File: src/design/multichannel_comb_filter_unit_assert.svh
// assertion macros shared by the comb filter rtl
`ifndef MULTICHANNEL_COMB_FILTER_UNIT_ASSERT_SVH
`define MULTICHANNEL_COMB_FILTER_UNIT_ASSERT_SVH

// same-cycle implication, checked out of reset
`define MCF_ASSERT_IMPLIES(lbl, ante, cons, msg) \
    lbl: assert property (@(posedge clk) disable iff (!rst_n) (ante) |-> (cons)) else $error(msg);

// next-cycle implication, checked out of reset
`define MCF_ASSERT_NEXT(lbl, ante, cons, msg) \
    lbl: assert property (@(posedge clk) disable iff (!rst_n) (ante) |=> (cons)) else $error(msg);

`endif

File: src/design/mcf_pkg.sv
`timescale 1ns / 1ps
package mcf_pkg;

    localparam int CH_W      = 3;
    localparam int GAIN_W    = 16;
    localparam int DLEN_W    = 11;
    localparam int FRAC_BITS = 14;
    localparam int RND_HALF  = 8192;

    localparam int APB_AW = 4;
    localparam int APB_DW = 32;

    typedef enum logic [1:0] {
        REG_GAIN  = 2'd0,
        REG_DELAY = 2'd1,
        REG_MODE  = 2'd2
    } reg_idx_t;

    localparam logic MODE_FF = 1'b0;
    localparam logic MODE_FB = 1'b1;

    typedef struct packed {
        logic [GAIN_W-1:0] gain;
        logic [DLEN_W-1:0] delay_length;
        logic              mode;
    } cfg_t;

endpackage

File: src/design/mcf_apb_regs.sv
`timescale 1ns / 1ps
module mcf_apb_regs
    import mcf_pkg::*;
(
    input  logic              clk,
    input  logic              rst_n,
    input  logic              psel,
    input  logic              penable,
    input  logic              pwrite,
    input  logic [APB_AW-1:0] paddr,
    input  logic [APB_DW-1:0] pwdata,
    output logic [APB_DW-1:0] prdata,
    output logic              pready,
    output cfg_t              cfg
);

    cfg_t     cfg_reg;
    reg_idx_t idx;

    assign idx    = reg_idx_t'(paddr[APB_AW-1:2]);
    assign pready = 1'b1;
    assign cfg    = cfg_reg;

    always_ff @(posedge clk or negedge rst_n)
    begin
        if (!rst_n)
        begin
            cfg_reg.gain         <= '0;
            cfg_reg.delay_length <= DLEN_W'(1);
            cfg_reg.mode         <= MODE_FF;
        end
        else if (psel && penable && pwrite)
        begin
            case (idx)
                REG_GAIN:  cfg_reg.gain         <= pwdata[GAIN_W-1:0];
                REG_DELAY: cfg_reg.delay_length <= pwdata[DLEN_W-1:0];
                REG_MODE:  cfg_reg.mode         <= pwdata[0];
                default:   ;
            endcase
        end
    end

    always_comb
    begin
        case (idx)
            REG_GAIN:  prdata = APB_DW'(cfg_reg.gain);
            REG_DELAY: prdata = APB_DW'(cfg_reg.delay_length);
            REG_MODE:  prdata = APB_DW'(cfg_reg.mode);
            default:   prdata = '0;
        endcase
    end

endmodule

File: config.mk
export PLATFORM = sky130hd
export DESIGN_NAME = mcf_apb_regs
export DESIGN_NICKNAME = d
export VERILOG_FILES = /design/src/design/multichannel_comb_filter_unit_assert.svh /design/src/design/mcf_pkg.sv /design/src/design/mcf_apb_regs.sv
export SDC_FILE = /design/constraint.sdc
export NUM_CORES = 1
export LEC_CHECK = 0
export BUFFER_PORTS_ARGS = -buffer_cell sky130_fd_sc_hd__buf_2
export CAP_MARGIN = 20
export CORE_ASPECT_RATIO = 1.2
export CORE_MARGIN = 5
export CORE_UTILIZATION = 40
export CTS_CLUSTER_DIAMETER = 200
export DETAILED_ROUTE_END_ITERATION = 7
export GPL_TIMING_DRIVEN = 0
export PLACE_DENSITY = 0.84
export SYNTH_ARGS = -nofsm -noshare
export SYNTH_HDL_FRONTEND = slang
export SYNTH_SLANG_ARGS = --single-unit
File: constraint.sdc
create_clock -name clk -period 1.4 [get_ports clk]
set_clock_uncertainty 0.2 [all_clocks]
set_input_delay 0.14 -clock clk [delete_from_list [all_inputs] [get_ports clk]]
set_output_delay 0.14 -clock clk [all_outputs]
set_load 0.02 [all_outputs]
# After elaboration in Yosys (flattened, before gate mapping)
# Index checks and enable logic that the tools add are counted.
[totals]
mem_count = 0
romBits = 0
in_bits = 41
regBits = 28
elab_cells = 12
ram_bits = 0
latch_bits = 0
output_inout_bits = 61
[classes]
n_div = 0
shift = 0
n_mux = 1
reduce_logical = 6
order_cmp = 0
bitwise_logic = 0
n_addsub = 0
n_eq_ne = 2
mul = 0
[ops]
columns = ["operator", "count"]
rows = [
  ["case mux 16 bit (3 select lines)", 1],
  ["AND reduction 2 bit", 3],
  ["== test 2 x 1 -> 1 bit, second input constant", 1],
  ["== test 2 bit, second input constant", 1],
  ["logical AND 1 bit", 2],
  ["logical NOT 2 bit", 1],
]

# Depth between registers and ports, before layout
[logic_depth]
depth_word = 3
depth_mapped = 4
mapped_depth_nobuf = 3

# Least setup slack after synthesis
# OpenSTA, ideal clock, no wires.
[synth_timing]
path_type = "register -> output"
from = "register cfg_reg, in the netlist cfg[1]"
to = "output prdata[0]"
t_arrival_ns = 1.147
path_stages_with_launch = 3
path_slack_ns = -0.087
path_buffers = 0
required_time_ns = 1.060
cell_sequence = "dfstp_2 -> mux2i_1 -> o21ai_0"
[synth_between]
elab_chain_len = 1
[synth_lines]
columns = ["element", "line_no", "source"]
rows = [
  ["start, declared", "mcf_apb_regs.sv:17", "cfg_t cfg_reg;"],
  ["case mux 16 bit (3 select lines)", "mcf_apb_regs.sv:45", "case (idx)"],
  ["end, declared", "mcf_apb_regs.sv:12", "output logic [APB_DW-1:0] prdata,"],
]
# No other way between the ends.

# Worst setup path after layout
# Same ends and word-level chain as after synthesis.

==> key figures <==
Synthesis
  – Number of synthesized register bits: 28
  – Count leader, synth: dfrtp_1
  – Average size of a mapped cell: about 13 sq um
  – Most used DFF post-synth: dfrtp_1
  – Synth top cells by count: dfrtp_1 (27), buf_4 (18), mux2_2 (18)
  – Synth area leader: dfrtp_1
  – Synth warn: 0
  – Seq/Total Area, Yosys: 47.1%
  – Ys async rst share: 100%
  – Cell variety after synth: 19
  – Number of flops mapped to enable cells by yosys: 0
  – Gate Count Post-Synth: 114
  – Mapped Area: 1490 sq um
  – Synth top area cells: dfrtp_1 (45%), mux2_2 (14%), mux2_4 (10%), buf_4 (9.1%), mux2i_1 (7.4%)
  – Post-synth top area share: 45.3%

Critical path
  – WS Path Type: flip-flop to primary output
  – Critical Path AT: between 1 and 1.5 ns
  – Startpoint types: flip-flop
  – Crit path required time: 1.06 ns
  – Crit Path Max Fanout: 2
  – Crit path capture type: primary output

Timing
  – Fin crit share: 106%
  – Max Clk Rate: between 600 and 700 MHz
  – Final hold viol count: 0
  – RSZ-0062 raised after global routing: true
  – Slew Viols, Final: 0
  – Setup TNS: -0.124 ns
  – Final worst slack: -0.0801 ns
  – Worst-Margin Slew: approximately 0.64 ns
  – Fin crit period: 1.48 ns
  – Relative slew slack: 57.4%
  – Final setup viols: 3

Floorplanning
  – Die H: approximately 77 um
  – Full die area: 5050 sq um
  – CORE AREA: 3630 sq um
  – Die width: 65.7 um
  – Top Ports: 102
  – Num rows: 24
  – Initial Util: 41.0%

Run status
  – Outcome: finished, violations left
  – Failing checks: negative setup slack

Route
  – DRT iter0 DRCs: 32
  – 1st-pass router iterations: 2
  – Remaining antenna violation count: 0
  – Post-DR wirelength/cell: between 10 and 15 um
  – Drt via density: 4.36
  – Total number of vias: roughly 1200
  – Total wire length: between 3 and 4 mm
  – DR DRC count: 0

Clocking
  – CTS root buf: clkbuf_8
  – TritonCTS clock tree: built
  – Sink Count: 28
  – Num CTS Buffers: 3
  – H-tree Lvls: 1
  – Longest Clk Path Bufs: 2
  – Clk_lat worst skew: 0.27 ns
  – CTS clk-pin slew, worst paths: 0.09 ns

Placement
  – Worst Setup Slack post-DPL: -0.218 ns
  – Inst Count DP: 245
  – Post-DP Area: 1930 sq um
  – DPL Wire Length: 2.60 mm
  – IO Port Bufs: 64
  – Routability Congestion: 0.674

Finish
  – Final instance area: 2300 sq um
  – Layout cells sized above 1: 59.6%
  – Final Instance Count excl. Fillers: 280
  – Final net count: 270
  – Synth-to-layout area growth: 54.2%
  – Antenna fix cells: 0
  – Max reg flops: 28
  – Fillcell total: 312

GRT
  – Routing usage on met1: between 10% and 20%
  – Grt peak-use layer: met2
  – Met2 global-route usage: 25.5%
  – Initial antenna violation count: 0
  – Vias in the first global route: 1268
  – Pin count of the biggest net entering global routing: 29
  – Global-route wire length before repair: 6.05 mm
  – GRT Residual Overflow: 0
  – GR Util All Layers: 15.0%
  – GR Layer Usage met3: under 10%

Pwr
  – Maximum VDD drop: approximately 0.00079 V
  – Power Density: 1280 nW/um^2
  – Pleak: 0.00123 uW
  – Overall Power: 2940 uW

Min path
  – Hold WC Path Type: input port to flip-flop

Flow run
  – # Max-Cap Violations: 0
worst paths after layout:
path,startpoint,endpoint,slack (ns),cells after the start
hold / removal,paddr[3],cfg[11],0.06,3
setup / recovery,cfg[1],prdata[0],-0.08,3
setup reg to reg,cfg[17],cfg[17],0.19,3
hold reg to reg,cfg[23],cfg[23],0.34,1
min in group asynchronous,rst_n,cfg[3],0.23,2
max in group asynchronous,rst_n,cfg[22],0.36,2
kinds of logic (layout without fill, tap and decap cells):
kind of cell / after synthesis / count (layout) / synth area share [%]
muxes: 39 / 39 / 31.1
DFF: 28 / 28 / 47.1
buffers and inverters: 23 / 122 / 12.5
and+or+nand+nor: 21 / 21 / 8.48
other: 2 / 17 / 0.504
AOI/OAI and AO/OA: 1 / 1 / 0.336
layout make-up:
class | instances | area (sq um) | area share (%)
plain buffers | 23 | 186 | 8.12
clock buffers | 4 | 55.1 | 2.40
multi-input cells | 78 | 658 | 28.6
flip-flops and latches | 28 | 702 | 30.6
well taps | 52 | 65.1 | 2.83
repair buffers | 95 | 631 | 27.5
layer usage:
| metal | up-vias | share of wire [%] |
|---|---|---|
| li1 | 581 | - |
| met2 | 60 | 52 |
| met5 | - | 0 |
| met4 | 0 | 0.48 |
| met1 | 575 | 39 |
| met3 | 4 | 8.2 |
stage by stage:
step           hold WS [ns]  utilization, %
3_5_place_dp       -0.00521            53.2
5_1_grt              0.0590            63.2
6_report             0.0572            63.2
2_1_floorplan        -0.356               -
3_3_place_gp       -0.00567            53.2
4_1_cts              0.0564            61.2
critical path: stages (launching register included):
cell and delay [ns]:
dfstp_2 0.54, mux2i_1 0.06, o21ai_1 0.11, buf_4 0.15
power by group:
group	internal [uW]	switching, uW	total (uW)
clock	252	250	502
sequential	1000	132	1130
combinational	636	671	1310
cell usage in the layout (no fill, tap or decap):
master	synthesis	layout
buf_2	1	57
buf_4	18	36
dfrtp_1	27	27
mux2_2	18	18
conb_1	2	17
dlygate4sd3_1	0	17
mux2i_1	11	11
nor2_1	11	11
mux2_4	10	10
buf_6	2	6
and2_1	5	5
clkbuf_8	0	4
nand3b_1	1	1
o21ai_1	0	1
clkbuf_1	1	1
nand3_2	1	1
nor3_4	1	1
buf_12	1	1
nor3b_2	1	1
nor3b_1	1	1
dfstp_2	1	1
timing repair:
action                                  CTS  global route
gates resized for setup                   5             7
hold buffers                             17             0
endpoints found under the setup margin    5            12
endpoints found under the hold margin    55             0
buffers inserted                          7             7
pin swaps                                 0             1
gates cloned                              0             0
No activity file was read; power rests on OpenSTA's default activity.
