File: src/design/multichannel_comb_filter_unit_assert.svh
// assertion macros shared by the comb filter rtl
`ifndef MULTICHANNEL_COMB_FILTER_UNIT_ASSERT_SVH
`define MULTICHANNEL_COMB_FILTER_UNIT_ASSERT_SVH

// same-cycle implication, checked out of reset
`define MCF_ASSERT_IMPLIES(lbl, ante, cons, msg) \
    lbl: assert property (@(posedge clk) disable iff (!rst_n) (ante) |-> (cons)) else $error(msg);

// next-cycle implication, checked out of reset
`define MCF_ASSERT_NEXT(lbl, ante, cons, msg) \
    lbl: assert property (@(posedge clk) disable iff (!rst_n) (ante) |=> (cons)) else $error(msg);

`endif

File: src/design/mcf_pkg.sv
`timescale 1ns / 1ps
package mcf_pkg;

    localparam int CH_W      = 3;
    localparam int GAIN_W    = 16;
    localparam int DLEN_W    = 11;
    localparam int FRAC_BITS = 14;
    localparam int RND_HALF  = 8192;

    localparam int APB_AW = 4;
    localparam int APB_DW = 32;

    typedef enum logic [1:0] {
        REG_GAIN  = 2'd0,
        REG_DELAY = 2'd1,
        REG_MODE  = 2'd2
    } reg_idx_t;

    localparam logic MODE_FF = 1'b0;
    localparam logic MODE_FB = 1'b1;

    typedef struct packed {
        logic [GAIN_W-1:0] gain;
        logic [DLEN_W-1:0] delay_length;
        logic              mode;
    } cfg_t;

endpackage

File: src/design/mcf_ptr_table.sv
`timescale 1ns / 1ps
module mcf_ptr_table
    import mcf_pkg::*;
#(
    parameter int CHANNELS  = 8,
    parameter int MAX_DELAY = 1024,
    parameter int AW        = 13
)
(
    input  logic              clk,
    input  logic              rst_n,
    input  logic [CH_W-1:0]   channel,
    input  logic              advance,
    input  logic [DLEN_W-1:0] delay_length,
    output logic              ch_ok,
    output logic              filled,
    output logic [AW-1:0]     rd_addr,
    output logic [AW-1:0]     wr_addr
);

    localparam int SLOT_W = $clog2(MAX_DELAY);
    localparam int DLY_W  = $clog2(MAX_DELAY + 1);
    localparam int CIW    = (CHANNELS > 1) ? $clog2(CHANNELS) : 1;

    logic [SLOT_W-1:0]   wp_reg [CHANNELS];
    logic [CHANNELS-1:0] wrap_reg;

    logic [CIW-1:0]    sel;
    logic [SLOT_W-1:0] wp;
    logic [DLY_W-1:0]  dly;
    logic [DLY_W:0]    diff;
    logic [DLY_W:0]    diff_wrapped;
    logic [SLOT_W-1:0] rd_slot;
    logic [AW-1:0]     base;

    assign ch_ok = int'(channel) < CHANNELS;
    assign sel   = ch_ok ? CIW'(channel) : '0;
    assign wp    = wp_reg[sel];

    always_comb
    begin
        if (delay_length == '0)
        begin
            dly = DLY_W'(1);
        end
        else if (int'(delay_length) > MAX_DELAY)
        begin
            dly = DLY_W'(MAX_DELAY);
        end
        else
        begin
            dly = DLY_W'(delay_length);
        end
    end

    // negative difference means the read slot lies behind the wrap point
    assign diff         = {1'b0, DLY_W'(wp)} - {1'b0, dly};
    assign diff_wrapped = diff + (DLY_W + 1)'(MAX_DELAY);
    assign rd_slot      = diff[DLY_W] ? diff_wrapped[SLOT_W-1:0] : diff[SLOT_W-1:0];

    // slots at or past the pointer are unwritten until the first wrap
    assign filled = wrap_reg[sel] || !diff[DLY_W];

    assign base    = AW'(sel) * AW'(MAX_DELAY);
    assign rd_addr = base + AW'(rd_slot);
    assign wr_addr = base + AW'(wp);

    always_ff @(posedge clk or negedge rst_n)
    begin
        if (!rst_n)
        begin
            for (int i = 0; i < CHANNELS; i++)
            begin
                wp_reg[i] <= '0;
            end
            wrap_reg <= '0;
        end
        else if (advance)
        begin
            if (wp == SLOT_W'(MAX_DELAY - 1))
            begin
                wp_reg[sel]   <= '0;
                wrap_reg[sel] <= 1'b1;
            end
            else
            begin
                wp_reg[sel] <= wp + 1'b1;
            end
        end
    end

endmodule
File: config.mk
export PLATFORM = sky130hd
export DESIGN_NAME = mcf_ptr_table
export DESIGN_NICKNAME = d
export VERILOG_FILES = /design/src/design/multichannel_comb_filter_unit_assert.svh /design/src/design/mcf_pkg.sv /design/src/design/mcf_ptr_table.sv
export SDC_FILE = /design/constraint.sdc
export NUM_CORES = 1
export LEC_CHECK = 0
export BUFFER_PORTS_ARGS = -buffer_cell sky130_fd_sc_hd__buf_4
export CELL_PAD_IN_SITES_DETAIL_PLACEMENT = 0
export CELL_PAD_IN_SITES_GLOBAL_PLACEMENT = 1
export CORE_MARGIN = 8
export CORE_UTILIZATION = 45
export DETAILED_ROUTE_END_ITERATION = 10
export PLACE_DENSITY_LB_ADDON = 0.1
export SLEW_MARGIN = 20
export SYNTH_ARGS = -nofsm -noshare
export SYNTH_HDL_FRONTEND = slang
export SYNTH_SLANG_ARGS = --single-unit
File: constraint.sdc
create_clock -name clk -period 5.5 [get_ports clk]
set_input_delay 0.825 -clock clk [delete_from_list [all_inputs] [get_ports clk]]
set_output_delay 0.825 -clock clk [all_outputs]
set_load 0.005 [all_outputs]
Word level (Yosys, flattened, before mapping)
Cells that the tools add are included.
{ "totals": {"in_bits": 17, "word_cells": 44, "output_inout_bits": 28, "reg_bits": 88} }
{ "classes": {"n_bitwise": 4, "reduce_logical": 6, "muxes": 14, "n_addsub": 5, "order_cmp": 5, "n_eq_ne": 1} }
{ "op_table": {"columns": ["operator", "count"], "rows": [
  ["AND 80 bit", 1],
  ["bitwise mux 80 bit", 1],
  ["2-to-1 mux 80 bit", 1],
  ["NOT 80 bit", 1],
  ["2-to-1 mux 10 bit", 4],
  ["binary-select mux 10 bit (select 3 bit)", 1],
  ["demux 10 bit (select 3 bit)", 1],
  ["adder 13 x 10 -> 13 bit", 2],
  ["2-to-1 mux 11 bit", 2],
  ["adder 10 x 1 -> 10 bit, second input constant", 2],
  ["subtractor 10 x 11 -> 12 bit", 1],
  ["greater-than comparator 11 bit, second input constant", 1],
  ["zero test 11 bit", 1],
  ["equality test 10 bit, second input constant", 1],
  ["OR 8 bit", 1],
  ["greater-or-equal comparator 4 bit, second input constant", 1],
  ["< comparator 3 x 4 -> 1 bit, second input constant", 1],
  ["< comparator 4 x 1 -> 1 bit, second input constant", 1],
  ["NOT 3 -> 4 bit", 1],
  ["binary-select mux 1 bit (select 3 bit)", 1],
  ["demux 1 bit (select 3 bit)", 1],
  ["greater-or-equal comparator 3 x 1 -> 1 bit, second input constant", 1],
  ["logical AND 1 bit", 2],
  ["2-to-1 mux 1 bit", 2],
  ["other kinds (3)", 3]
]} }

Depth between registers and ports, before layout
Gate-level depths: netlist of the first run.
{ "depth": {"depth_word": 8, "ltp_mapped": 17, "mapped_depth_nobuf": 14} }

Worst setup path after synthesis of the first run
OpenSTA, ideal clock, no wires.
{ "synth_timing": {"path_type": "input port to output port", "start": "in channel[2]", "end": "out rd_addr[9]", "n_path_buf": 3, "setup_slack_ns": 1.172, "arrival_ns": 3.503, "t_required_ns": 4.675, "cell_stages": 15, "cell_sequence": "buf_6 > buf_6 > buf_4 > mux2i_1 > a21oi_1 > o21ai_0 > nand2_1 > ha_1 > nor2b_1 > o21ai_0 > a21boi_0 > o21ai_0 > a21oi_1 > a311oi_1 > xnor2_1"} }
{ "synth_between": {"elab_chain_len": 8} }
{ "synth_rtl": {"columns": ["item", "line_no", "text"], "rows": [
  ["start, declared", "mcf_ptr_table.sv:12", "input logic [CH_W-1:0] channel,"],
  ["NOT 3 -> 4 bit (not written as such) (*)", "mcf_ptr_table.sv:38", "assign wp = wp_reg[sel];"],
  ["binary-select mux 10 bit (select 3 bit) (*)", "mcf_ptr_table.sv:38", null],
  ["2-to-1 mux 10 bit (not written as such) (*) (2 in a row)", "mcf_ptr_table.sv:38", null],
  ["subtractor 10 x 11 -> 12 bit (*)", "mcf_ptr_table.sv:57", "assign diff = {1'b0, DLY_W'(wp)} - {1'b0, dly};"],
  ["adder 10 x 1 -> 10 bit", "mcf_ptr_table.sv:58", "assign diff_wrapped = diff + (DLY_W + 1)'(MAX_DELAY);"],
  ["2-to-1 mux 10 bit (*)", "mcf_ptr_table.sv:59", "assign rd_slot = diff[DLY_W] ? diff_wrapped[SLOT_W-1:0] : diff[SLOT_W-1:0];"],
  ["adder 13 x 10 -> 13 bit (*)", "mcf_ptr_table.sv:65", "assign rd_addr = base + AW'(rd_slot);"],
  ["end, declared", "mcf_ptr_table.sv:17", "output logic [AW-1:0] rd_addr,"]
]} }
Mark *: on every way between the ends. The rest lies on a longest branch, timed or not. The select of a mux whose other input is x is not followed.

Worst setup path after layout of the first run
Ends and elaborated chain as after synthesis.

==> results.toml, run 1 <==
[run_status]
outcome = "finished, final reports clean"

[hold_path]
hold_class = "flip-flop to flip-flop"

[place]
detailed_place_hpwl_mm = 8.85
portBuffers = 43
place_ws_ps = 796
gp_congestion = 0.792

[logic_synthesis]
synth-compound-area-share_pct = 19.1
syn-cell-area_sq_mm = 0.00484
synth_area_leaders = "dfrtp_1 46%, nand2_1 7.8%, o21ai_0 6.2%, mux2i_1 2.9%, ha_1 2.8%"
synthTopCellsByCount = "101 x nand2_1, 88 x dfrtp_1, 60 x o21ai_0"
synth_seq_cells = 88
synth_top_cell_by_area = "dfrtp_1"
synth.area.mux_share_pct = 6.70
yosysMostFrequentCell = "nand2_1"
synth_top_family_by_area = "compound AO/OA/AOI/OAI gates"
synth_area_per_cell_sq_um = 9.69
synth_top_area_share_pct = 45.5
yosys.area_share.simple_pct = 16.9
synthAdderAreaFrac_pct = 3.26
synth_edf_count = 0
syn_inst = 499
synth_warnings = 0
seq_area_frac_synth_pct = 45.5
async_flop_share_pct = 100
synth-xor-area-share_pct = 2.69
synth_fp_nets = 528
netlist-cell-type-count = 71
synthFlopType = "dfrtp_1"

[pwr]
p_total_mw = 1.83
irDropWorstVdd_uv = 177
power.density_mw_per_mm2 = 345
p_leak_nw = 2.41

[timing]
finalCritPeriodShare_pct = 85.8
slew_viol_final = 0
fin_tns_setup_ps = 0
period_minus_slack_ps = 4720
layout_setup_ws_ps = 783
max_freq_mhz = 212
finalHoldViolCount = 0
worst_slew_pin_slew_ps = 1090
grt_setup_unrepaired = "false"
setup_viol = 0
slew-limit-headroom_pct = 27.0
skew_ps = 10.5

[clock_network]
post_cts_buffers = 0
cts_htree_levels = 3
cts_hold_buf = 0
cts.sink_count = 88
numCtsBuffers = 9
ctsResizeCount = 0
cts.path.max_buffers = 2
clk_latency_ps = 360
cts_tree = "built"
clock_tree.root_cell = "clkbuf_8"
clkTransAtPathRegs_ps = 90

[global_route]
grt_pass1_vias = 3744
grt_first_pass_wirelength_mm = 21.1
overflow = 0
grt_max_degree = 89
track_usage_pct = 18.9
antenna_found_initial = 0

[die]
pin_count = 45
start_util_pct = 45.4
die-area_sq_mm = 0.0143
core_sq_mm = 0.0107
die_w_microns = 120
die_y_microns = 120
rows = 38

[detailed_routing]
drt_first_pass_iters = 4
drtIter0Drc = 189
vias_per_cell = 5.61
wl_mm = 13.0
vias = 3710
wire_per_inst_microns = 19.7
drc = 0
drtAntennaViolNets = 0

[setup_path]
startpoint_type = "primary input"
arrival_ps = 3890
crit_required_ps = 4680
worstPathMaxFanout = 28
cp-end-kind = "output port"
crit_type = "primary input to output port"

[layout]
final_util_pct = 49.7
drive_gt1_share_pct = 18.4
area_growth_pct = 9.52
largest_register_ffs = 80
insertedDiodeCount = 0
nNetsFinal = 546

[flow_run]
max_cap_viol_count = 0
cell usage in the layout (no fill, tap or decap), types with 8 or more instances in the layout:
cell and count:
nand2_1 101, dfrtp_1 88, o21ai_0 60, buf_4 46, o21ai_1 21, mux2i_1 14
a21oi_1 12, ha_1 11, clkbuf_8 11, nand2b_1 10, nor2_1 9, inv_1 8
nor2b_1 8, o31ai_1 8
layout make-up:
cell class / count / area (sq um)
clock inverters: 3 / 17.5
repair buffers: 47 / 357
flip-flops and latches: 88 / 2200
fillers: 1038 / 5350
multi-input cells: 363 / 2360
clock buffers: 12 / 155
inverters: 8 / 30.0
well taps: 140 / 175
stage by stage:
step / cell area, sq um / std cells / hold WS, ps
after global routing: 5300 / 661 / 496
after global placement: 5120 / 646 / 445
after floorplan: 4840 / 499 / 428
after detailed placement: 5120 / 646 / 451
final: 5300 / 661 / 475
after CTS: 5290 / 661 / 473
worst paths after layout:
check	from	to	slack [ps]	depth (start not counted)
setup / recovery	channel[2]	rd_addr[9]	780	14
hold / removal	wrap_reg[4]	wrap_reg[4]	470	1
setup reg to reg	wp_reg[30]	wrap_reg[3]	2480	10
hold reg to reg	wrap_reg[4]	wrap_reg[4]	470	1
max in group asynchronous	rst_n	wp_reg[23]	4410	1
min in group asynchronous	rst_n	wp_reg[48]	500	1
layer usage:
| metal | vias to the layer above | track usage, % | part of all wire, % | wire, microns |
|---|---|---|---|---|
| met5 | - | 0 | 0 | 0 |
| met1 | 1797 | 25.5 | 49 | 6400 |
| met3 | 23 | 3.62 | 4.7 | 617 |
| met4 | 0 | 9.37 | 3.0 | 394 |
| li1 | 1790 | - | - | - |
| met2 | 100 | 28.6 | 43 | 5620 |
critical path, cell delays in order:
cell	delay, ps
buf_4	350
mux2i_1	230
a21oi_1	90
o21ai_0	400
nand2_1	230
ha_1	340
nor2b_1	120
o21ai_0	180
a21boi_0	140
o21ai_0	210
a21oi_1	160
a311oi_1	330
xnor2_1	150
buf_4	130
cell families (layout without fill, tap and decap cells):
kind of cell	Yosys count	in the layout
buf+inv	48	70
simple gates	167	167
flops	88	88
mux	26	26
compound gates	146	146
other cells	1	1
xor+xnor	11	11
fa+ha+maj	12	12
report_power, final:
part | leakage, nW | switching [mW] | internal (mW)
logic | 1.17 | 0.315 | 0.244
clock network | 0.0882 | 0.227 | 0.185
registers | 1.15 | 0.0718 | 0.781
Note: power is estimated with default switching activity, not from simulation.
==> inputs of run 2 (changes only) <==
==> constraint.sdc (replaced) <==
create_clock -name clk -period 6 [get_ports clk]
set_input_delay 0.9 -clock clk [delete_from_list [all_inputs] [get_ports clk]]
set_output_delay 0.9 -clock clk [all_outputs]
set_load 0.005 [all_outputs]
==> results.toml, run 2 (synthesis gave the netlist of run 1 again) <==
[run_status]
outcome = "finished, final reports clean"

[detailed_routing]
wl_mm = 12.8
vias_per_cell = 5.64
drt_first_pass_iters = 5
drtIter0Drc = 209
vias = 3726
wire_per_inst_microns = 19.4
drc = 0
drtAntennaViolNets = 0

[clock_network]
cts.path.max_buffers = 2
post_cts_buffers = 0
ctsResizeCount = 0
cts_htree_levels = 3
clkTransAtPathRegs_ps = 90
clk_latency_ps = 370
numCtsBuffers = 9
cts_hold_buf = 0
clock_tree.root_cell = "clkbuf_8"
cts_tree = "built"
cts.sink_count = 88

[die]
die_w_microns = 120
rows = 38
core_sq_mm = 0.0107
start_util_pct = 45.4
die_y_microns = 120
pin_count = 45
die-area_sq_mm = 0.0143

[setup_path]
cp_common_cell = "o21ai_0"
crit_required_ps = 5100
cp_top_family = "compound AO/OA/AOI/OAI gates"
path_buf_inv = 2
startpoint_type = "primary input"
crit_slowest_cell = "buf_4"
ff2ff_setup_slack_ps = 2900
cpPeakStageDelay_ps = 520
worstPathMaxFanout = 53
crit_type = "primary input to output port"
arrival_ps = 4180
cp-end-kind = "output port"
cp_cell_sequence = "buf_4 -> mux2i_1 -> a21oi_1 -> o21ai_0 -> nand2_1 -> ha_1 -> nor2b_1 -> o21ai_0 -> a21boi_0 -> o21ai_0 -> a21oi_1 -> a311oi_1 -> xnor2_1 -> buf_4"

[place]
portBuffers = 43
detailed_place_hpwl_mm = 8.46
place_ws_ps = 934
gp_congestion = 0.771

[timing]
layout_setup_ws_ps = 922
period_minus_slack_ps = 5080
grt_setup_unrepaired = "false"
finalHoldViolCount = 0
fin_tns_setup_ps = 0
max_freq_mhz = 197
finalCritPeriodShare_pct = 84.6
holdWs_ps = 330
setup_viol = 0
slew-limit-headroom_pct = 28.6
slew_viol_final = 0
skew_ps = 9.78
worst_slew_pin_slew_ps = 1070

[global_route]
grt_max_degree = 81
grt_pass1_vias = 3713
overflow = 0
track_usage_pct = 18.8
antenna_found_initial = 0
grt_first_pass_wirelength_mm = 21.2

[pwr]
power.density_mw_per_mm2 = 332
p_leak_nw = 2.44
p_total_mw = 1.78
irDropWorstVdd_uv = 155

[layout]
largest_register_ffs = 80
insertedDiodeCount = 0
nNetsFinal = 545
final_util_pct = 50.3
area_growth_pct = 10.8
layout_commonest_cell = "nand2_1"
layout_common_cells = "101 x nand2_1, 88 x dfrtp_1, 60 x o21ai_0"
drive_gt1_share_pct = 18.4

[flow_run]
max_cap_viol_count = 0

[hold_path]
hold_class = "primary input to asynchronous set/reset pin"
-- run 2: changes by cell type in the layout (fill, tap and decap cells not counted) --
| cell | delta |
|---|---|
| buf_8 | +1 |
| clkbuf_8 | -2 |
| bufinv_16 | +3 |
| buf_4 | -2 |
-- run 2: per-stage QoR --
stage	instance area [sq um]	cells
final	5360	661
after global routing	5360	661
after CTS	5340	660
after detailed placement	5100	644
after global placement	5100	644
after floorplan	4840	499
-- run 2: cell type report --
class	count	area [sq um]
timing repair buffer	46	357
sequential	88	2200
clock buffer	10	128
inverter	8	30.0
fill	1057	5290
clock inverter	6	108
tap	140	175
multi-input combinational	363	2360
-- run 2: final timing paths --
check                               to        start  cells past startpoint
setup / recovery            rd_addr[9]   channel[2]                     14
hold / removal              wp_reg[76]        rst_n                      1
setup reg to reg           wrap_reg[3]    wp_reg[0]                     10
hold reg to reg            wrap_reg[4]  wrap_reg[4]                      1
max in group asynchronous   wp_reg[60]        rst_n                      2
min in group clk           wrap_reg[4]  wrap_reg[4]                      1
-- run 2: power breakdown --
group          switching, mW  internal (mW)  total (mW)
Combinational          0.284          0.222       0.506
Clock                  0.220          0.275       0.495
Sequential            0.0617          0.716       0.778
Total                  0.565           1.21        1.78
-- run 2: routing by layer --
| metal | vias to the layer above | part of all wire (%) | GRT usage (%) |
|---|---|---|---|
| li1 | 1785 | - | - |
| met1 | 1845 | 48 | 25.8 |
| met2 | 81 | 46 | 28.8 |
| met3 | 15 | 4.7 | 4.70 |
| met4 | 0 | 0.98 | 5.31 |
| met5 | - | 0 | 0 |
==> inputs of run 3 (changes only) <==
--- a/config.mk
+++ b/config.mk
@@ -9,7 +9,7 @@
 export CELL_PAD_IN_SITES_DETAIL_PLACEMENT = 0
 export CELL_PAD_IN_SITES_GLOBAL_PLACEMENT = 1
 export CORE_MARGIN = 8
-export CORE_UTILIZATION = 45
+export CORE_UTILIZATION = 42
 export DETAILED_ROUTE_END_ITERATION = 10
 export PLACE_DENSITY_LB_ADDON = 0.1
 export SLEW_MARGIN = 20
==> constraint.sdc (replaced) <==
create_clock -name clk -period 4.1 [get_ports clk]
set_input_delay 0.615 -clock clk [delete_from_list [all_inputs] [get_ports clk]]
set_output_delay 0.615 -clock clk [all_outputs]
set_load 0.005 [all_outputs]
==> results.toml, run 3 (synthesis gave the netlist of run 1 again) <==
[timing]
period_minus_slack_ps = 3870
setup_viol = 0
fin_tns_setup_ps = 0
max_freq_mhz = 258
grt_setup_unrepaired = "false"
slew_viol_final = 0
worst_slew_pin_slew_ps = 989
skew_ps = 6.47
slew-limit-headroom_pct = 33.9
finalHoldViolCount = 0
finalCritPeriodShare_pct = 94.4

[setup_path]
cp-end-kind = "output port"
crit_type = "primary input to output port"
arrival_ps = 3260
worstPathMaxFanout = 15
crit_required_ps = 3480
r2r-start = "wp_reg[40]"
critPathLaunch = "channel[2]"
startpoint_type = "primary input"

[die]
pin_count = 45
core_sq_mm = 0.0113
die-area_sq_mm = 0.0152
die_y_microns = 123
die_w_microns = 123
rows = 39
start_util_pct = 42.7

[detailed_routing]
drtAntennaViolNets = 0
drt_first_pass_iters = 4
wl_mm = 13.4
drtIter0Drc = 245
vias_per_cell = 5.46
vias = 3765
drc = 0
wire_per_inst_microns = 19.4

[place]
portBuffers = 43
gp_congestion = 0.813
place_inst = 673
detailed_place_hpwl_mm = 9.36

[layout]
nNetsFinal = 572
stdcell_count = 690
drive_gt1_share_pct = 23.2
layout_commonest_cell = "nand2_1"
layout_common_cells = "101 x nand2_1, 88 x dfrtp_1, 71 x buf_4"
final_util_pct = 50.0
insertedDiodeCount = 0
largest_register_ffs = 80
area_growth_pct = 17.0

[global_route]
grt_max_degree = 70
grt_pass1_vias = 3793
antenna_found_initial = 0
overflow = 0
grt_first_pass_wirelength_mm = 21.2
track_usage_pct = 18.6

[clock_network]
cts_tree = "built"
clock_tree.root_cell = "clkbuf_16"
cts_htree_levels = 3
numCtsBuffers = 9
clk_latency_ps = 350
clkTransAtPathRegs_ps = 60
cts.path.max_buffers = 2
cts.sink_count = 88

[flow_run]
max_cap_viol_count = 0

[pwr]
irDropWorstVdd_uv = 252
power.density_mw_per_mm2 = 488
p_leak_nw = 2.61
p_total_mw = 2.76

[hold_path]
hold_class = "primary input to asynchronous set/reset pin"

[run_status]
outcome = "finished, final reports clean"
## run 3: changes by cell type in the layout (fill, tap and decap cells not counted), moves of 2 or more
cell / previous run / this run
buf_4: 44 / 71
o21ai_0: 60 / 58
bufinv_16: 3 / 1
a21boi_1: 0 / 2
a21oi_1: 12 / 9
a21oi_2: 0 / 3
clkbuf_8: 9 / 1
a21boi_0: 2 / 0
clkbuf_16: 0 / 10
o21ai_1: 21 / 23
## run 3: layout make-up
| type | count | area (sq um) |
|---|---|---|
| fillers | 1107 | 5660 |
| multi-input cells | 363 | 2380 |
| flip-flops and latches | 88 | 2200 |
| repair buffers | 73 | 578 |
| clock buffers | 11 | 243 |
| well taps | 143 | 179 |
| clock inverters | 4 | 45.0 |
| inverters | 8 | 30.0 |
## run 3: routing by layer
metal  vias up  part of all wire [%]  global-route usage, %
met1      1797                    46                   25.7
met5         -                     0                      0
met3        20                   7.7                   4.11
li1       1846                     -                      -
met4         0                   2.5                   8.35
met2       102                    43                   27.3
## run 3: what timing repair did
action	CTS	global route
endpoints found under the setup margin	0	5
gates resized for setup	0	9
setup buffers	0	1
hold buffers	0	0
## run 3: worst paths after layout
check | to | slack, ps | cells past startpoint
max | rd_addr[8] | 230 | 17
min | wp_reg[62] | 380 | 1
max reg2reg | wp_reg[43] | 1540 | 12
min reg2reg | wrap_reg[0] | 470 | 1
max in group asynchronous | wp_reg[30] | 2870 | 2
min in group clk | wrap_reg[0] | 470 | 1
## run 3: report_power, final
group          leakage [nW]  switching (mW)  internal, mW
clock                 0.145           0.334         0.482
combinational          1.31           0.430         0.366
sequential             1.15          0.0964          1.05
## run 3: metrics by stage
stage / instance area [sq um] / setup slack, ps / hold slack, ps
after CTS: 5600 / 18.0 / 425
after global placement: 5320 / 57.4 / 449
after detailed placement: 5320 / 32.8 / 455
after floorplan: 4840 / 192 / 319
final: 5660 / 228 / 383
after global routing: 5660 / 17.8 / 455
## run 3: critical path: stages
cell and delay [ps]:
buf_4 190, buf_12 190, mux2i_2 210, o21ai_0 90, a21oi_1 170, and2_1 180, ha_1 170, inv_1 50
fa_1 390, nand2_1 80, nand2_1 60, a21oi_2 170, o21bai_1 90, a21oi_2 170, o21ai_0 120, xor2_1 150
buf_4 140
